--- src/rtl/core/btsp_pkg.sv ---
package btsp_pkg;

    localparam int CORDIC_STAGES_DEF = 16;
    localparam int CORDIC_STAGES_MAX = 24;

    localparam int LAT_W = 31;
    localparam int LON_W = 32;
    localparam int ANG_W = 33;
    localparam int TRIG_W = 32;
    localparam int PULSE_W = 12;
    localparam int BEARING_W = 16;
    localparam int CFG_IDX_W = 2;

    typedef enum logic [CFG_IDX_W-1:0] {
        CFG_SERVO_MIN    = 2'd0,
        CFG_SERVO_MAX    = 2'd1,
        CFG_SERVO_CENTER = 2'd2
    } cfg_idx_t;

    localparam logic [PULSE_W-1:0] SERVO_MIN_RST    = 12'd500;
    localparam logic [PULSE_W-1:0] SERVO_MAX_RST    = 12'd2500;
    localparam logic [PULSE_W-1:0] SERVO_CENTER_RST = 12'd1500;

    // angles in 1e-7 degree
    localparam logic signed [34:0] DEG90  = 35'sd900000000;
    localparam logic signed [34:0] DEG180 = 35'sd1800000000;
    localparam logic signed [34:0] DEG360 = 35'sd3600000000;

    // 0.60725293 in q30
    localparam logic signed [TRIG_W-1:0] CORDIC_GAIN_INV = 32'sd652032874;

    // reciprocals for exact division by constants
    localparam logic [26:0] RECIP_3125  = 27'd87960931;
    localparam logic [24:0] RECIP_78125 = 25'd28147498;
    localparam logic [20:0] RECIP_180   = 21'd1491309;
    localparam logic [20:0] RECIP_89    = 21'd1508065;

    function automatic logic signed [31:0] atan_entry(input int idx);
        logic signed [31:0] r;
        case (idx)
            0:  r = 32'sd450000000;
            1:  r = 32'sd265650512;
            2:  r = 32'sd140362435;
            3:  r = 32'sd71250163;
            4:  r = 32'sd35763344;
            5:  r = 32'sd17899106;
            6:  r = 32'sd8951737;
            7:  r = 32'sd4476142;
            8:  r = 32'sd2238105;
            9:  r = 32'sd1119057;
            10: r = 32'sd559529;
            11: r = 32'sd279765;
            12: r = 32'sd139882;
            13: r = 32'sd69941;
            14: r = 32'sd34971;
            15: r = 32'sd17485;
            16: r = 32'sd8743;
            17: r = 32'sd4371;
            18: r = 32'sd2186;
            19: r = 32'sd1093;
            20: r = 32'sd546;
            21: r = 32'sd273;
            22: r = 32'sd137;
            23: r = 32'sd68;
            default: r = 32'sd0;
        endcase
        return r;
    endfunction

endpackage

--- src/rtl/core/btsp_cordic_rot.sv ---
module btsp_cordic_rot #(
    parameter int STAGES = btsp_pkg::CORDIC_STAGES_DEF
) (
    input  logic                                  clk,
    input  logic                                  en,
    input  logic signed [btsp_pkg::ANG_W-1:0]     angle,
    output logic signed [btsp_pkg::TRIG_W-1:0]    sin_val,
    output logic signed [btsp_pkg::TRIG_W-1:0]    cos_val
);

    logic signed [34:0] a_ext;
    logic signed [34:0] a_wrap;
    logic signed [34:0] a_fold;
    logic               fold;

    logic signed [btsp_pkg::TRIG_W-1:0] x_reg [0:STAGES];
    logic signed [btsp_pkg::TRIG_W-1:0] y_reg [0:STAGES];
    logic signed [31:0]                 z_reg [0:STAGES];
    logic                               flip_reg [0:STAGES];

    // wrap to (-180, 180] then fold into +-90
    always_comb
    begin
        a_ext = 35'(angle);
        if (a_ext > btsp_pkg::DEG180)
        begin
            a_wrap = a_ext - btsp_pkg::DEG360;
        end
        else if (a_ext <= -btsp_pkg::DEG180)
        begin
            a_wrap = a_ext + btsp_pkg::DEG360;
        end
        else
        begin
            a_wrap = a_ext;
        end
        if (a_wrap > btsp_pkg::DEG90)
        begin
            a_fold = a_wrap - btsp_pkg::DEG180;
            fold   = 1'b1;
        end
        else if (a_wrap < -btsp_pkg::DEG90)
        begin
            a_fold = a_wrap + btsp_pkg::DEG180;
            fold   = 1'b1;
        end
        else
        begin
            a_fold = a_wrap;
            fold   = 1'b0;
        end
    end

    always_ff @(posedge clk)
    begin
        if (en)
        begin
            x_reg[0]    <= btsp_pkg::CORDIC_GAIN_INV;
            y_reg[0]    <= '0;
            z_reg[0]    <= 32'(a_fold);
            flip_reg[0] <= fold;
        end
    end

    for (genvar i = 0; i < STAGES; i++)
    begin : g_stage
        always_ff @(posedge clk)
        begin
            if (en)
            begin
                if (z_reg[i] >= 0)
                begin
                    x_reg[i+1] <= x_reg[i] - (y_reg[i] >>> i);
                    y_reg[i+1] <= y_reg[i] + (x_reg[i] >>> i);
                    z_reg[i+1] <= z_reg[i] - btsp_pkg::atan_entry(i);
                end
                else
                begin
                    x_reg[i+1] <= x_reg[i] + (y_reg[i] >>> i);
                    y_reg[i+1] <= y_reg[i] - (x_reg[i] >>> i);
                    z_reg[i+1] <= z_reg[i] + btsp_pkg::atan_entry(i);
                end
                flip_reg[i+1] <= flip_reg[i];
            end
        end
    end

    assign sin_val = flip_reg[STAGES] ? -y_reg[STAGES] : y_reg[STAGES];
    assign cos_val = flip_reg[STAGES] ? -x_reg[STAGES] : x_reg[STAGES];

endmodule

--- config.mk ---
export PLATFORM = sky130hd
export DESIGN_NAME = btsp_cordic_rot
export DESIGN_NICKNAME = d
export VERILOG_FILES = /design/src/rtl/core/btsp_pkg.sv /design/src/rtl/core/btsp_cordic_rot.sv
export SDC_FILE = /design/constraint.sdc
export NUM_CORES = 2
export LEC_CHECK = 0
export BUFFER_PORTS_ARGS = -buffer_cell sky130_fd_sc_hd__buf_2
export CORE_MARGIN = 5
export CORE_UTILIZATION = 35
export DETAILED_ROUTE_END_ITERATION = 8
export PLACE_DENSITY_LB_ADDON = 0.2
export SLEW_MARGIN = 20
export SYNTH_ARGS = -nofsm -noshare
export SYNTH_HDL_FRONTEND = slang
export SYNTH_SLANG_ARGS = --single-unit
--- constraint.sdc ---
create_clock -name clk -period 7.65 [get_ports clk]
set_input_delay 1.53 -clock clk [delete_from_list [all_inputs] [get_ports clk]]
set_output_delay 1.53 -clock clk [all_outputs]
set_load 0.005 [all_outputs]
==> results.sh <==
export IMPL_status="finished, final reports clean"
export IMPL_crit_fanout=45
export IMPL_drt_iter0_drc=5975
export IMPL_wl_per_cell_um=18.55
export IMPL_post_cts_resized=0
export IMPL_overflow=0
export IMPL_holdCritStartpoint="flip_reg[0][12]"
export IMPL_r2r_slack_ns=1.11
export IMPL_rr_startpoint="z_reg[8][0]"
export IMPL_finalNetCount=13860
export IMPL_multi_input_area_um2=73460
export IMPL_synth_edf_count=1435
export IMPL_drive_gt1_frac=0.05290
export IMPL_syn_nets=13660
export IMPL_portBuffers=98
export IMPL_drc=0
export IMPL_ys_types=100
export IMPL_finalCriticalPeriod_ns=6.535
export IMPL_die_y_um=593.1
export IMPL_clkLatencyLatePin_ns=0.86
export IMPL_fin_crit_sh=0.8543
export IMPL_final_util=0.3872
export IMPL_seq_area_um2=43090
export IMPL_cp_slowest_cell="edfxtp_1"
export IMPL_areaGrowthSynthToFinish_pct=10.41
export IMPL_hp_class="register to register"
export IMPL_ys_warn_count=0
export IMPL_synth_cells=12240
export IMPL_finalSetupTns_ns=0
export IMPL_max_stage_delay_ns=0.58
export IMPL_cts_tree="built"
export IMPL_whs_ns=0.4172
export IMPL_dr_pass1_iters=5
export IMPL_io_pins=99
export IMPL_hold_viol=0
export IMPL_setup_viol=0
export IMPL_crit_arrival_ns=7.11
export IMPL_crit_path_end_kind="register"
export IMPL_worst_pin_slew_ns=1.057
export IMPL_ant_nets=0
export IMPL_clock_root_buffer="clkbuf_16"
export IMPL_slew_headroom=0.2879
export IMPL_fmax_mhz=153.0
export IMPL_htreeDepth=4
export IMPL_grt_pass1_vias=87840
export IMPL_routed_wl_mm=317.8
export IMPL_yosysSeqAreaShare=0.3622
export IMPL_clkSinkCount=1435
export IMPL_whs_endpoint="flip_reg[0][13]"
export IMPL_dr_total_vias=91330
export IMPL_synth_area_per_cell_um2=9.718
export IMPL_slew_violations=0
export IMPL_r2r_end="y_reg[9][29]"
export IMPL_async_flop_share=0
export IMPL_cts_buffers=180
export IMPL_critPathRequiredTime_ns=8.23
export IMPL_cts_buffer_depth=4
export IMPL_final_cell_count_no_fill=17130
export IMPL_dieArea_um2=351700
export IMPL_track_usage=0.1746
export IMPL_vias_per_cell=5.332
export IMPL_crit_type="register to register"
export IMPL_ys_ff_latch=1435
export IMPL_fp_dieW_um=593.1
export IMPL_dp_cells=16800
export IMPL_fin_skew_ns=0.08645
export IMPL_dp_hpwl_mm=253.4
export IMPL_initial_core_util=0.3507
export IMPL_rsz0062_at_grt="false"
export IMPL_clk_pin_slew_ns=0.06
export IMPL_post_cts_buffers=0
export IMPL_maxCapViolations=0
export IMPL_final_fill_count=34030
export IMPL_rr_worst_depth=23
export IMPL_antenna_found_initial=4
export IMPL_grt_max_degree=139
export IMPL_core_um2=339200
export IMPL_hold_path_cell_count=0
export IMPL_synthesis_area_um2=119000
export IMPL_place_congestion=0.8621
export IMPL_grt_pass1_wl_mm=497.9
export IMPL_cp_start_kind="register"
export IMPL_core_rowCount=214
export IMPL_cp_cell_sequence="nor4_1, nand4_1, o21ai_0, inv_1, nand2_2, buf_4, buf_4, nor2_1, a21oi_1, ha_1, nor2b_1, o21a_1, o21a_1, o41a_1, a31o_2, o311ai_0, a31oi_1, o41ai_1, o221ai_1, or2_2, a21oi_1, o21ai_0, xor2_1"
export IMPL_holdBufCountCts=0
export IMPL_synth_main_ff_cell="edfxtp_1"
-- routing by layer --
layer,wire [um],track usage,share of wire
met4,5714,0.03168,0.018
met2,155000,0.3102,0.49
met5,7,0,0.000022
met1,145900,0.2309,0.46
met3,11110,0.01849,0.035
-- area by class of cell --
type                    count  share of cell area
inverters                 469             0.01340
well taps                4536             0.04320
clock inverters           117            0.009753
clock buffers             211             0.03615
flip-flops and latches   1435              0.3280
diodes                      1          0.00001905
repair buffers            202             0.01027
multi-input cells       10160              0.5592
-- worst max-delay path by stage --
stage	cells after the start	to	startpoint	slack, ns
global placement	22	y_reg[6][30]	en	0.55
detailed placement	22	y_reg[9][29]	en	0.59
floorplan	22	x_reg[7][31]	en	0.61
finish	23	y_reg[9][29]	z_reg[8][0]	1.11
global route	23	y_reg[9][29]	z_reg[8][0]	0.74
CTS	23	y_reg[9][29]	z_reg[8][0]	1.19
-- logic make-up after synthesis --
group,share of synthesized area
AO/OA/AOI/OAI,0.1877
AND/OR/NAND/NOR,0.1415
XOR/XNOR,0.1334
flip-flops,0.3622
adder cells (fa/ha/maj),0.1481
buffers and inverters,0.02089
multiplexers,0.006257
-- metrics by stage --
stage	setup WS [ns]	area, um^2
after global routing	0.7448	131400
after floorplan	0.6095	119000
after detailed placement	0.5913	125300
after CTS	1.194	131400
after global placement	0.5508	125300
final	1.115	131400
-- placed cells by master (no fill, tap or decap), drive strengths merged, types with 154 or more instances in the layout --
master,instances
edfxtp,1435
ha,1338
xnor2,1221
a21oi,1014
nor2,977
nand2,721
o21ai,706
xor2,588
inv,476
a21o,353
nor3,345
o21a,231
nand3,230
nand2b,229
clkbuf,211
buf,202
o31ai,192
nor4,180
o21bai,159
or3,156
nor2b,154
-- synth_stat cells, drive strengths merged, types with 231 or more instances --
cell,instances,share of area
edfxtp,1435,0.36
ha,1338,0.14
xnor2,1221,0.090
a21oi,1014,0.043
nor2,977,0.031
nand2,721,0.023
o21ai,706,0.030
xor2,588,0.043
inv,466,0.015
a21o,353,0.022
nor3,345,0.015
o21a,231,0.015
-- critical path, delay by kind of cell (launching register included) --
kind	cells	cell delay, ns
adders and majority gates	1	0.27
DFF	1	0.58
xor gates and xnor gates	1	0.16
buffers and inverters	3	0.87
and+or+nand+nor	6	1.18
AOI/OAI and AO/OA	12	3.20
Power is left out: the tool's default activity adds up to more than one toggle a clock period on the data nets, which glitch-free logic cannot reach.
